## src/hw/rtl/tsd_pkg.sv

```systemverilog
// Shared types, constants and arithmetic helpers for the scratchpad decoder.
package tsd_pkg;

    localparam logic [7:0]  CrcPolyRefl    = 8'h8C;
    localparam logic [15:0] OldTruncMask   = 16'hFFF0;
    localparam logic [7:0]  CountPerDegree = 8'h10;
    localparam logic [15:0] CountBias      = 16'd12;
    localparam logic [7:0]  ResMask        = 8'h60;
    localparam logic [7:0]  Res9Bit        = 8'h00;
    localparam logic [7:0]  Res10Bit       = 8'h20;
    localparam logic [7:0]  Res11Bit       = 8'h40;
    localparam logic [20:0] FahrOffset     = 21'd320;
    localparam logic [19:0] DivTenMagic    = 20'd838861;
    localparam int          DivTenShift    = 23;
    localparam logic signed [11:0] HeldWholeInit12 = -12'sd100;
    localparam logic signed [12:0] HeldWholeInit13 = -13'sd100;

    // One decode request handed from the front to the back.
    typedef struct packed {
        logic       crc_ok;
        logic       old_family;
        logic [7:0] byte0;
        logic [7:0] byte1;
        logic [7:0] byte4;
        logic [7:0] byte6;
        logic [7:0] byte7;
    } tsd_req_t;

    typedef struct packed {
        logic              crc_ok;
        logic signed [11:0] celsius_whole;
        logic signed [4:0]  celsius_tenths;
        logic signed [12:0] fahrenheit_whole;
        logic signed [4:0]  fahrenheit_tenths;
    } tsd_res_t;

    typedef struct packed {
        logic signed [20:0] quot;
        logic signed [4:0]  rem;
    } div10_t;

    // Reflected CRC-8, one bit per step, LSB first.
    function automatic logic [7:0] crc_fold(input logic [7:0] crc_in, input logic [7:0] data);
        logic [7:0] crc;
        logic [7:0] b;
        logic       mix;
        crc = crc_in;
        b   = data;
        for (int k = 0; k < 8; k++) begin
            mix = crc[0] ^ b[0];
            crc = crc >> 1;
            if (mix) begin
                crc = crc ^ CrcPolyRefl;
            end
            b = b >> 1;
        end
        return crc;
    endfunction

    // Signed division by ten truncating toward zero, with a signed remainder.
    // The reciprocal is exact for magnitudes below 2^21.
    function automatic div10_t div10(input logic signed [20:0] x);
        logic [20:0] xu;
        logic [20:0] mag;
        logic [40:0] prod;
        logic [20:0] q;
        logic [20:0] q10;
        logic [4:0]  r;
        div10_t      res;
        xu   = x;
        mag  = xu[20] ? (~xu + 21'd1) : xu;
        prod = {20'd0, mag} * {21'd0, DivTenMagic};
        q    = {3'd0, prod[40:DivTenShift]};
        q10  = (q << 3) + (q << 1);
        r    = 5'(mag - q10);
        res.quot = xu[20] ? $signed(~q + 21'd1) : $signed(q);
        res.rem  = xu[20] ? $signed(~r + 5'd1) : $signed(r);
        return res;
    endfunction

endpackage

```

## src/hw/rtl/tsd_queue.sv

```systemverilog
// Two-entry request queue between the front and the back.
module tsd_queue (
    input  logic              aclk,
    input  logic              aresetn,
    input  logic              push,
    input  tsd_pkg::tsd_req_t push_req,
    output logic              full,
    input  logic              pop,
    output tsd_pkg::tsd_req_t pop_req,
    output logic              empty
);
    import tsd_pkg::*;

    tsd_req_t   slot_reg [2];
    logic       wr_ptr_reg, rd_ptr_reg;
    logic [1:0] count_reg, count_next;

    assign full    = (count_reg == 2'd2);
    assign empty   = (count_reg == 2'd0);
    assign pop_req = slot_reg[rd_ptr_reg];

    always_comb begin
        count_next = count_reg;
        if (push && !pop) begin
            count_next = count_reg + 2'd1;
        end else if (pop && !push) begin
            count_next = count_reg - 2'd1;
        end
    end

    always_ff @(posedge aclk) begin
        if (!aresetn) begin
            wr_ptr_reg <= 1'b0;
            rd_ptr_reg <= 1'b0;
            count_reg  <= 2'd0;
        end else begin
            count_reg <= count_next;
            if (push) begin
                wr_ptr_reg <= !wr_ptr_reg;
            end
            if (pop) begin
                rd_ptr_reg <= !rd_ptr_reg;
            end
        end
    end

    always_ff @(posedge aclk) begin
        if (push) begin
            slot_reg[wr_ptr_reg] <= push_req;
        end
    end

endmodule

```

## config.mk

```make
export PLATFORM = sky130hd
export DESIGN_NAME = tsd_queue
export DESIGN_NICKNAME = d
export VERILOG_FILES = /design/src/hw/rtl/tsd_pkg.sv /design/src/hw/rtl/tsd_queue.sv
export SDC_FILE = /design/constraint.sdc
export NUM_CORES = 1
export LEC_CHECK = 0
export BUFFER_PORTS_ARGS = -buffer_cell sky130_fd_sc_hd__buf_2
export CAP_MARGIN = 20
export CORE_AREA = 3 3 97 76
export CTS_CLUSTER_DIAMETER = 150
export DETAILED_ROUTE_END_ITERATION = 10
export DIE_AREA = 0 0 100 79
export PLACE_DENSITY = 0.75
export SLEW_MARGIN = 0
export SYNTH_ARGS = -nofsm -noshare
export SYNTH_HDL_FRONTEND = slang
export SYNTH_SLANG_ARGS = --single-unit
```

## constraint.sdc

```tcl
create_clock -name aclk -period 4.1 [get_ports aclk]
set_input_delay 0.82 -clock aclk [delete_from_list [all_inputs] [get_ports aclk]]
set_output_delay 0.82 -clock aclk [all_outputs]
set_load 0.05 [all_outputs]
```

==> impl_metrics.tcl <==
set metrics [dict create \
    status "finished clean" \
    worstPathMaxFanout 42 \
    die_x_um 100 \
    ys_ff_latch 89 \
    finalCritPeriodShare_pct 68.77 \
    cts_hold_buf 0 \
    vias 1619 \
    root_buffer "clkbuf_8" \
    drive_above_1_share_pct 58.66 \
    grt_pass1_vias 1735 \
    maxCapViolCount 0 \
    fin_crit_ps 2819 \
    dr.pass1.iters 4 \
    path_class "reg2out" \
    grt_pass1_wl_mm 8.259 \
    numCtsBuffers 9 \
    syn-cell-area_sq_um 3242 \
    fin_nets 296 \
    relSlewSlack_pct 31.88 \
    clock-sinks 89 \
    start_util_pct 51.05 \
    grt_start_max_net_pins 43 \
    avgRoutedWirePerCell_um 15.23 \
    postRouteAntennaNets 0 \
    cts_resized 0 \
    syn_nets 200 \
    post-cts-setup-buffers 0 \
    crit_arrival_ps 2000 \
    fmax_mhz 354.7 \
    syn_inst 153 \
    cts_buffer_depth 2 \
    largest_reg_flops 84 \
    dp_slack_ps 1619 \
    antennaDiodeCount 0 \
    clk_pin_slew_worst_paths_ps 80 \
    viasPerCell 4.833 \
    hold_violations 0 \
    yosys.area.top_type "edfxtp_1" \
    gp_congestion 0.7208 \
    core_area_sq_um 6350 \
    tritoncts "built" \
    peakVddDrop_mv 0.2714 \
    insertion_delay_ps 340 \
    tns_ps 0 \
    syn_avg_cell_area_sq_um 21.19 \
    fp.dieArea_sq_um 7900 \
    stdcell_area_sq_um 3989 \
    htree_num_levels 3 \
    worst_pin_slew_ps 1022 \
    rsz0062_at_grt "false" \
    p_leak_nw 1.504 \
    power_density_nw_per_um2 504.3 \
    dp_hpwl_mm 3.408 \
    io_buffers 89 \
    grt.overflow.total 0 \
    synth.top_cell.area_share_pct 77.81 \
    report.power.total_w 0.002011 \
    crit_path_end_kind "primary output" \
    boundaryPins 90 \
    place_inst 319 \
    placed_area_sq_um 3779 \
    antenna_found_initial 0 \
    setup_viol_count_final 0 \
    synth.area.top_cells "edfxtp_1 (78%), mux2_2 (15%), dfxtp_1 (3.1%)" \
    maxSlewViolCount 0 \
    rows 25 \
    min_path_type "reg2reg" \
    finClkSkew_ps 5.116 \
    ys_warn_count 0 \
    routed_wl_mm 5.103 \
    grt_use_total_pct 14.05 \
    area_growth_pct 23.04 \
    seq_area_frac_synth_pct 80.90 \
    setup_ws_ps 1281 \
    stdcell_count 335 \
    fp.dieH_um 79 \
    start_kind "flop" \
    first_iter_violations 69 \
    drc 0 \
    synth_cell_types 17 \
    cp.required_ps 3280 \
]
[layout make-up]
class                   count  area (sq um)
clock buffers              10         127.6
clock inverters             6         82.58
fillers                   457          2361
inverters                   1         3.754
multi-input cells          58         596.8
flip-flops and latches     89          2624
well taps                  81         101.3
repair buffers             90         452.9
[worst paths after layout]
| kind | from | end | slack, ps | cells after the start |
|---|---|---|---|---|
| setup / recovery | flop | pop_req[5] | 1280 | 2 |
| hold / removal | count_reg[1] | count_reg[1] | 510 | 2 |
| setup reg to reg | wr_ptr_reg | slot_reg[0][13] | 2480 | 2 |
| hold reg to reg | count_reg[1] | count_reg[1] | 510 | 2 |
[logic make-up (layout without fill, tap and decap cells)]
group / count (synthesis) / in the layout / synth area share [%]
buf+inv: 6 / 107 / 0.9649
xor+xnor: 3 / 3 / 0.8106
compound gates: 3 / 3 / 0.6175
simple gates: 9 / 9 / 1.737
mux: 42 / 42 / 14.59
flops: 89 / 89 / 80.90
fa+ha+maj: 1 / 1 / 0.3859
[worst max-delay path, stage by stage (launching register included)]
cell and delay, ps:
dfxtp_2 1010, mux2_2 430, buf_2 210
[metal layers]
metal | part of all wire, % | wire [um] | global-route usage, %
met1 | 45 | 2318 | 18.15
met2 | 42 | 2167 | 20.31
met3 | 11 | 574 | 8.077
met4 | 0.82 | 42 | 4.038
met5 | 0 | 0 | 0
[cells in the final DEF, fill, tap and decap left out]
| master | instances |
|---|---|
| a21boi_1 | 1 |
| and2_1 | 3 |
| and2_2 | 1 |
| and2b_2 | 1 |
| buf_2 | 89 |
| buf_4 | 1 |
| bufinv_16 | 2 |
| clkbuf_1 | 1 |
| clkbuf_8 | 9 |
| clkinv_1 | 2 |
| clkinvlp_4 | 2 |
| dfxtp_1 | 4 |
| dfxtp_2 | 1 |
| edfxtp_1 | 84 |
| ha_1 | 1 |
| inv_1 | 1 |
| mux2_2 | 42 |
| nor2_1 | 1 |
| nor2b_1 | 1 |
| nor2b_4 | 1 |
| o21a_1 | 1 |
| o21ai_0 | 1 |
| or3_1 | 1 |
| xnor2_1 | 1 |
| xor2_1 | 2 |
[through the flow]
step	hold WS (ps)	utilization [%]
finish	506.5	62.82
global route	533.1	62.82
CTS	508.7	62.82
detailed placement	495.5	59.51
global placement	483.2	59.51
floorplan	466.2	-
[Yosys cell counts]
cell type / instances
a21boi_1: 1
and2_1: 4
and2b_2: 1
buf_2: 4
buf_4: 1
dfxtp_1: 5
edfxtp_1: 84
ha_1: 1
inv_1: 1
mux2_2: 42
nor2_1: 1
nor2b_1: 2
o21a_1: 1
o21ai_0: 1
or3_1: 1
xnor2_1: 1
xor2_1: 2
[where the power goes]
part           switching [W]  leakage, nW  internal (W)
Clock               0.000267       0.0976      0.000339
Sequential         0.0000287        0.830       0.00105
Combinational       0.000229        0.576     0.0000998
Total               0.000525         1.50       0.00149
Power figures use the tool's default switching activity.
