==> src/hw/rtl/tsd_pkg.sv <==
// Shared types, constants and arithmetic helpers for the scratchpad decoder.
package tsd_pkg;

    localparam logic [7:0]  CrcPolyRefl    = 8'h8C;
    localparam logic [15:0] OldTruncMask   = 16'hFFF0;
    localparam logic [7:0]  CountPerDegree = 8'h10;
    localparam logic [15:0] CountBias      = 16'd12;
    localparam logic [7:0]  ResMask        = 8'h60;
    localparam logic [7:0]  Res9Bit        = 8'h00;
    localparam logic [7:0]  Res10Bit       = 8'h20;
    localparam logic [7:0]  Res11Bit       = 8'h40;
    localparam logic [20:0] FahrOffset     = 21'd320;
    localparam logic [19:0] DivTenMagic    = 20'd838861;
    localparam int          DivTenShift    = 23;
    localparam logic signed [11:0] HeldWholeInit12 = -12'sd100;
    localparam logic signed [12:0] HeldWholeInit13 = -13'sd100;

    // One decode request handed from the front to the back.
    typedef struct packed {
        logic       crc_ok;
        logic       old_family;
        logic [7:0] byte0;
        logic [7:0] byte1;
        logic [7:0] byte4;
        logic [7:0] byte6;
        logic [7:0] byte7;
    } tsd_req_t;

    typedef struct packed {
        logic              crc_ok;
        logic signed [11:0] celsius_whole;
        logic signed [4:0]  celsius_tenths;
        logic signed [12:0] fahrenheit_whole;
        logic signed [4:0]  fahrenheit_tenths;
    } tsd_res_t;

    typedef struct packed {
        logic signed [20:0] quot;
        logic signed [4:0]  rem;
    } div10_t;

    // Reflected CRC-8, one bit per step, LSB first.
    function automatic logic [7:0] crc_fold(input logic [7:0] crc_in, input logic [7:0] data);
        logic [7:0] crc;
        logic [7:0] b;
        logic       mix;
        crc = crc_in;
        b   = data;
        for (int k = 0; k < 8; k++) begin
            mix = crc[0] ^ b[0];
            crc = crc >> 1;
            if (mix) begin
                crc = crc ^ CrcPolyRefl;
            end
            b = b >> 1;
        end
        return crc;
    endfunction

    // Signed division by ten truncating toward zero, with a signed remainder.
    // The reciprocal is exact for magnitudes below 2^21.
    function automatic div10_t div10(input logic signed [20:0] x);
        logic [20:0] xu;
        logic [20:0] mag;
        logic [40:0] prod;
        logic [20:0] q;
        logic [20:0] q10;
        logic [4:0]  r;
        div10_t      res;
        xu   = x;
        mag  = xu[20] ? (~xu + 21'd1) : xu;
        prod = {20'd0, mag} * {21'd0, DivTenMagic};
        q    = {3'd0, prod[40:DivTenShift]};
        q10  = (q << 3) + (q << 1);
        r    = 5'(mag - q10);
        res.quot = xu[20] ? $signed(~q + 21'd1) : $signed(q);
        res.rem  = xu[20] ? $signed(~r + 5'd1) : $signed(r);
        return res;
    endfunction

endpackage

==> src/hw/rtl/tsd_front.sv <==
// Front end: byte counting, running CRC, capture of the bytes the decode needs.
module tsd_front (
    input  logic              aclk,
    input  logic              aresetn,
    input  logic              in_valid,
    output logic              in_ready,
    input  logic [7:0]        in_byte,
    input  logic              in_start,
    input  logic              old_family,
    output logic              push,
    output tsd_pkg::tsd_req_t push_req,
    input  logic              queue_full
);
    import tsd_pkg::*;

    logic [3:0] byte_index_reg, byte_index_next;
    logic [7:0] crc_reg, crc_next;
    logic [7:0] b0_reg, b1_reg, b4_reg, b6_reg, b7_reg;
    logic [3:0] idx;
    logic [7:0] crc_cur;
    logic       take;

    assign in_ready = !queue_full;
    assign take     = in_valid && in_ready;
    assign idx      = in_start ? 4'd0 : byte_index_reg;
    assign crc_cur  = in_start ? 8'd0 : crc_reg;

    // Index eight is the check byte; it closes the frame.
    assign push = take && idx[3];

    always_comb begin
        push_req.crc_ok     = (crc_cur == in_byte);
        push_req.old_family = old_family;
        push_req.byte0      = b0_reg;
        push_req.byte1      = b1_reg;
        push_req.byte4      = b4_reg;
        push_req.byte6      = b6_reg;
        push_req.byte7      = b7_reg;
    end

    always_comb begin
        byte_index_next = byte_index_reg;
        crc_next        = crc_reg;
        if (take) begin
            if (idx[3]) begin
                byte_index_next = 4'd0;
                crc_next        = 8'd0;
            end else begin
                byte_index_next = idx + 4'd1;
                crc_next        = crc_fold(crc_cur, in_byte);
            end
        end
    end

    always_ff @(posedge aclk) begin
        if (!aresetn) begin
            byte_index_reg <= 4'd0;
            crc_reg        <= 8'd0;
        end else begin
            byte_index_reg <= byte_index_next;
            crc_reg        <= crc_next;
        end
    end

    always_ff @(posedge aclk) begin
        if (take && !idx[3]) begin
            case (idx[2:0])
                3'd0: b0_reg <= in_byte;
                3'd1: b1_reg <= in_byte;
                3'd4: b4_reg <= in_byte;
                3'd6: b6_reg <= in_byte;
                3'd7: b7_reg <= in_byte;
                default: ;
            endcase
        end
    end

endmodule

==> config.mk <==
export PLATFORM = sky130hd
export DESIGN_NAME = tsd_front
export DESIGN_NICKNAME = d
export VERILOG_FILES = /design/src/hw/rtl/tsd_pkg.sv /design/src/hw/rtl/tsd_front.sv
export SDC_FILE = /design/constraint.sdc
export NUM_CORES = 1
export LEC_CHECK = 0
export BUFFER_PORTS_ARGS = -buffer_cell sky130_fd_sc_hd__buf_4
export CORE_MARGIN = 2
export CORE_UTILIZATION = 51
export CTS_CLUSTER_DIAMETER = 30
export DETAILED_ROUTE_END_ITERATION = 12
export PLACE_DENSITY = 0.83
export SLEW_MARGIN = 15
export SYNTH_ARGS = -nofsm -noshare
export SYNTH_HDL_FRONTEND = slang
export SYNTH_SLANG_ARGS = --single-unit
==> constraint.sdc <==
create_clock -name aclk -period 2.2 [get_ports aclk]
set_input_delay 0.11 -clock aclk [delete_from_list [all_inputs] [get_ports aclk]]
set_output_delay 0.11 -clock aclk [all_outputs]
set_load 0.005 [all_outputs]
==> key figures, run 1 <==
Worst setup path
  • Worst path bufs/invs: 1
  • CP Capture Type: output pin
  • CP Data Arrival Time: between 1.5 and 2 ns
  • CP max stage cell: xnor2_1
  • FF-to-FF setup slack: between 0.3 and 0.4 ns
  • Setup crit start kind: flip-flop
  • CP peak stage delay: just under 0.4 ns
  • Critical Path Fanout Max: 4
  • CP Class: flip-flop to output pin
  • Worst Path Required: around 2.1 ns
  • CP top delay family: simple AND/OR/NAND/NOR gates
  • CP Cell Sequence: nor2b_1, xnor2_1, nand4_1, nor3_1, buf_4

Placement
  • Gp weighted congestion: approximately 0.8
  • Placed instance area: roughly 0.0026 mm2
  • Port bufs: 55
  • Detailed Place HPWL: 3.177 mm
  • Dpl cells: 260

Logic synthesis
  • Post-Syn Nets: between 150 and 200
  • Synth warnings: 0
  • Post-synthesis mux area share: 0
  • Post-synth EDFFs: 40
  • Adder-Cell Fraction of Synth Area: 0.02919
  • Cell with the most instances after synthesis: edfxtp_1
  • Synth cell types: 27
  • Most frequent cells after synthesis: edfxtp_1, xnor2_1, dfxtp_1
  • Gate Count Post-Synth: between 150 and 200
  • Syn Area/Cell: 13.74 um2
  • Synth Flop Type: edfxtp_1
  • Flops & latches, synth: 52
  • Syn Std Cell Area: 0.002143 mm2
  • Top post-synthesis cells by area: edfxtp_1, dfxtp_1, xnor2_1
  • Sequential share of the synthesized area: 0.6725
  • Largest family of logic cells by synthesized area: simple AND/OR/NAND/NOR gates
  • Synth Area in Simple Gates: 0.1302
  • Post-Synth XOR/XNOR Area: 0.1086
  • Synth area leader: edfxtp_1
  • Compound-Gate Fraction of Synth Area: 0.04553
  • Yosys top cell area share: 0.5604
  • Post-synth ARST share: 0

GRT
  • Number of global-route vias before repair: approximately 1300
  • Initial antenna violation count: 0
  • Congestion Overflow GR: 0
  • Global-route wire length before repair: approximately 6.7 mm
  • Largest net degree at the start of global routing: 18
  • Tot GR Track Use: 0.2023

Routing
  • Initial DRT Pass Iterations: 4
  • Top metal layer carrying routed signals: met4
  • Vias/cell: roughly 5.2
  • Metal2 WL: between 2 and 2.5 mm
  • DRC errors left: 0
  • DRT met1 WL: 1.895 mm
  • Routed len/inst: about 17 um
  • ANT nets after route: 0
  • Initial DRC count: 120
  • Via count: 1388
  • Met3 WL post-DR: 315 um
  • Final wirelength: 4.475 mm

Final layout
  • Antenna Cells: 0
  • Finished Cell Area: roughly 0.0027 mm2
  • Fin util: 0.6742
  • Register area: 0.001441 mm2
  • Nets@finish: between 200 and 250
  • Area grow syn2layout: 26.74%
  • Fill count: 310
  • Layout cell share with drive strength beyond 1: 0.3028
  • Multi-input gate area: roughly 670 um2
  • Fin cells: between 200 and 300

CTS
  • Clock Latency Late Sink: 0.31 ns
  • CTS Sinks: 52
  • Worst-path clk slew: ~0.090 ns
  • Root Driver: clkbuf_8
  • Hold Buf Count CTS: 0
  • Clock buffer depth: 2
  • CTS tree: yes
  • Htree depth: 2
  • CTS resizes: 0
  • Post-CTS setup buffer count: 0
  • Cts bufs inserted: 5

STA
  • Period minus WS final: ~1.8 ns
  • Count of final max-slew check failures: 0
  • TNS Setup: 0 ns
  • Clock skew: around 0.0048 ns
  • RSZ-0062 raised after global routing: false
  • Worst slew pin tran: between 0.4 and 0.5 ns
  • Setup violations, final: 0
  • Final Cycle Share: 0.8392
  • Relative slew margins: 0.6925
  • Final hold vios: 0
  • Achievable Freq: around 540 MHz

Status
  • Outcome: completed

Die
  • Starting Density: 0.5320
  • Die Footprint: around 0.0047 mm2
  • Core footprint: 0.004029 mm2
  • Die H: around 69 um
  • Die X: between 60 and 70 um
  • # IOs: 58
  • FP Rows: 23

Pwr
  • Sw frac: 0.2459
  • Clock Power Share: 0.295
  • P_sw: around 0.00048 W
  • Comb pwr share: 0.136
  • Total power: just under 0.002 W
  • Pleak: between 1 and 1.5 nW
  • Pint: 0.001470 W
  • Power per cell area: 717.4 mW/mm2
  • Worst VDD drop: between 0.3 and 0.4 mV
  • Sequential Power Share: 0.569

Hold path
  • Worst hold-check path type: primary input to flip-flop

Job
  • Max-Cap Viols: 0
-- cells in the final DEF (no fill, tap or decap), types with 5 or more instances in the layout --
master,n
buf_4,57
clkbuf_8,6
dfxtp_1,12
edfxtp_1,40
ha_1,5
nand2_1,11
nand2b_1,5
nor2_1,10
nor2b_1,9
o21ai_0,6
xnor2_1,21
-- per-stage QoR --
stage	setup WS (ns)	hold slack, ns
after global placement	0.4819	0.2201
after CTS	0.3159	0.03464
after floorplan	0.5290	0.2089
final	0.3539	0.03112
after global routing	0.2587	0.03309
after detailed placement	0.4080	0.2201
-- power by group through the flow --
stage / logic, W / clock network (W) / registers [W]
6_report: 0.000265 / 0.000575 / 0.00111
5_1_grt: 0.000291 / 0.000616 / 0.00111
4_1_cts: 0.000266 / 0.000585 / 0.00111
3_5_place_dp: 0.000262 / 0 / 0.00113
3_3_place_gp: 0.000253 / 0 / 0.00113
2_1_floorplan: 0.000180 / 0 / 0.00113
-- cell type report --
cell class | instances | share of cell area
flip-flops and latches | 52 | 0.5306
multi-input cells | 97 | 0.2474
repair buffers | 57 | 0.1575
clock buffers | 6 | 0.03040
well taps | 50 | 0.02303
clock inverters | 2 | 0.005527
inverters | 4 | 0.005527
-- cell families after synthesis --
| kind of cell | after synthesis |
|---|---|
| fa+ha+maj | 5 |
| buf+inv | 7 |
| xor+xnor | 25 |
| flops | 52 |
| simple gates | 52 |
| compound gates | 15 |
-- routing by layer --
metal | global-route usage | up-vias
li1 | - | 676
met1 | 0.2532 | 651
met2 | 0.3462 | 54
met3 | 0.04708 | 7
met4 | 0.06618 | 0
met5 | 0 | -
-- final timing paths --
path | startpoint | end | depth (start not counted)
min reg2reg | crc_reg[6] | crc_reg[6] | 2
max | crc_reg[6] | push_req[41] | 5
min | in_byte[6] | b0_reg[6] | 1
max reg2reg | crc_reg[0] | crc_reg[7] | 6
(Power assumes the default switching activity.)
==> run 2, diff against run 1 <==
- CORE_UTILIZATION: 51 -> 46
- PLACE_DENSITY: 0.83 -> 0.79
- clock period: 2.2 -> 1.68 ns (I/O delays scaled with it)
==> run 2 against run 1 <==
Compared with the run above: the flow now finishes with violations (setup timing); die area increased by 10%; clock-buffer cell count did not move; via count up 2.9%; highest routed layer is now met3.
==> key figures, run 2 (synthesis results as in run 1) <==
CTS
  • Cts bufs inserted: 5 (unchanged)
  • CTS Sinks: 52 (unchanged)
  • Hold Buf Count CTS: 0 (unchanged)
  • Root Driver: clkbuf_8
  • Htree depth: 2 (unchanged)
  • Clock buffer depth: 2 (unchanged)
  • CTS tree: yes
  • Worst-path clk slew: 0.09 ns (about the same)
  • Clock Latency Late Sink: 0.29 ns (-0.02 ns)

Die
  • Die H: 72.26 um (+5.0%)
  • FP Rows: 24 (+4.3%)
  • Core footprint: 0.004414 mm2 (+9.6%)
  • # IOs: 58 (unchanged)
  • Die X: 72.26 um (+5.0%)
  • Starting Density: 0.4855 (-0.04644)
  • Die Footprint: 0.005222 mm2 (+10%)

GRT
  • Initial antenna violation count: 0 (unchanged)
  • Met1 Use GR: 0.2189 (-0.03428)
  • Congestion Overflow GR: 0 (unchanged)
  • Number of global-route vias before repair: 1307 (-0.53%)
  • Global-route wire length before repair: 6.437 mm (-3.5%)
  • Largest net degree at the start of global routing: 17 (-1)
  • Grt peak-use layer: met2
  • M3 GR Usage: 0.04306 (-0.004022)
  • GR Layer Usage met2: 0.2661 (-0.08010)
  • Tot GR Track Use: 0.1636 (-0.03866)

STA
  • Final WS setup: -0.02132 ns (-0.3752 ns)
  • Achievable Freq: ~600 MHz
  • Setup violations, final: 1 (+1)
  • Relative slew margins: 0.7632 (+0.07064)
  • Final hold vios: 0 (unchanged)
  • Count of final max-slew check failures: 0 (unchanged)
  • Clock skew: 0.003794 ns (-0.001002 ns)
  • Worst slew pin tran: 0.3544 ns (-0.1035 ns)
  • TNS Setup: -0.02132 ns (-0.02132 ns)
  • Final Cycle Share: 1.013
  • Worst hold margin: 0.02431 ns (-0.006803 ns)
  • RSZ-0062 raised after global routing: true
  • Period minus WS final: between 1.5 and 2 ns

Routing
  • Routed len/inst: 14.76 um (-12%)
  • Via count: 1428 (+2.9%)
  • Final wirelength: 4.192 mm (-6.3%)
  • DRC errors left: 0 (unchanged)
  • ANT nets after route: 0 (unchanged)
  • Initial DRC count: 104 (-13%)
  • Vias/cell: 5.028 (-2.9%)
  • Initial DRT Pass Iterations: 4 (unchanged)

Worst setup path
  • CP Class: flip-flop to flip-flop
  • CP Cell Sequence: nor2b_4, xnor2_2, xnor3_1, xor2_2, or3_1, nand3_1
  • Crit. Startpoint: crc_reg[0]
  • Reg2Reg Depth: 6 (unchanged)
  • Setup crit start kind: flip-flop
  • R2R Path Start: crc_reg[0]
  • CP peak stage delay: 0.47 ns (+0.08 ns)
  • Critical Path Fanout Max: 4 (unchanged)
  • CP Capture Type: flip-flop
  • Reg-to-reg endpoint: crc_reg[2]
  • Worst Path Required: 1.92 ns (-0.17 ns)
  • FF-to-FF setup slack: -0.02 ns (-0.41 ns)
  • CP max stage cell: xnor3_1
  • CP Data Arrival Time: 1.94 ns (+0.20 ns)

Status
  • Outcome: finished with violations
  • Failing checks: setup timing

Pwr
  • Power per cell area: 870.4 mW/mm2 (+21%)
  • Worst VDD drop: 0.3875 mV (+26%)
  • Total power: 0.002570 W (+32%)
  • Pleak: 1.160 nW (+12%)

Placement
  • Detailed Place HPWL: 2.972 mm (-6.4%)
  • Placed instance area: 0.002734 mm2 (+4.4%)
  • Dpl cells: 272 (+4.6%)
  • Port bufs: 55 (unchanged)
  • Gp weighted congestion: 0.8251 (+5.5%)

Hold path
  • Worst Hold End: b4_reg[7]
  • Worst Hold Depth: 1 (unchanged)
  • Worst hold start: in_byte[7]
  • Worst hold-check path type: primary input to flip-flop

Final layout
  • Finished Cell Area: 0.002953 mm2 (+8.7%)
  • Fin cells: 284 (+6.0%)
  • Layout cell share with drive strength beyond 1: 0.3966 (+0.09380)
  • Antenna Cells: 0 (unchanged)
  • Nets@finish: 250 (+5.9%)
  • Commonest cells after routing, fill and taps aside: buf_4, edfxtp_1, xnor2_1
  • Most common cell after layout, fill and taps aside: buf_4
  • Area grow syn2layout: 37.77%

Job
  • Max-Cap Viols: 0 (unchanged)
run 2: what timing repair did:
item | CTS | global route
setup endpoints to repair | 3 | 7
hold endpoints to repair | 0 | 0
setup buffers | 3 | 1
pin swaps | 2 | 3
resized for setup | 5 | 13
gates cloned | 0 | 0
run 2: worst max path at each step:
stage,endpoint,slack [ns],cells past startpoint
floorplan,crc_reg[2],0.009,6
global placement,crc_reg[2],-0.01,6
detailed placement,crc_reg[2],-0.07,6
CTS,crc_reg[2],-0.06,6
global route,crc_reg[2],-0.08,6
finish,crc_reg[2],-0.02,6
run 2: per-stage QoR:
| step | util | setup WS [ns] |
|---|---|---|
| 6_report | 0.6689 | -0.02132 |
| 5_1_grt | 0.6689 | -0.08220 |
| 2_1_floorplan | - | 0.009000 |
| 4_1_cts | 0.6497 | -0.06091 |
| 3_5_place_dp | 0.6193 | -0.06646 |
| 3_3_place_gp | 0.6193 | -0.01494 |
run 2: final cells by class:
type | instances | area, um2
flip-flops and latches | 52 | 1446
repair buffers | 71 | 574.3
multi-input cells | 97 | 763.2
clock inverters | 2 | 16.27
inverters | 4 | 15.01
clock buffers | 6 | 72.57
fillers | 326 | 1461
well taps | 52 | 65.06
run 2: critical path, delay by kind of cell, from the launching register on:
kind | cells | cell delay [ns]
XOR/XNOR | 3 | 0.78
AND/OR/NAND/NOR | 3 | 0.54
flip-flops | 1 | 0.33
run 2: power by group:
group	switching (W)	total, W	internal (W)
clock	0.000391	0.000687	0.000297
combinational	0.000203	0.000436	0.000233
sequential	0.0000253	0.00145	0.00142
run 2: layer usage:
| metal | vias up | wire length, um |
|---|---|---|
| met4 | 0 | 0 |
| met1 | 679 | 1858 |
| met2 | 52 | 2021 |
| met3 | 0 | 312 |
| met5 | - | 0 |
| li1 | 697 | - |
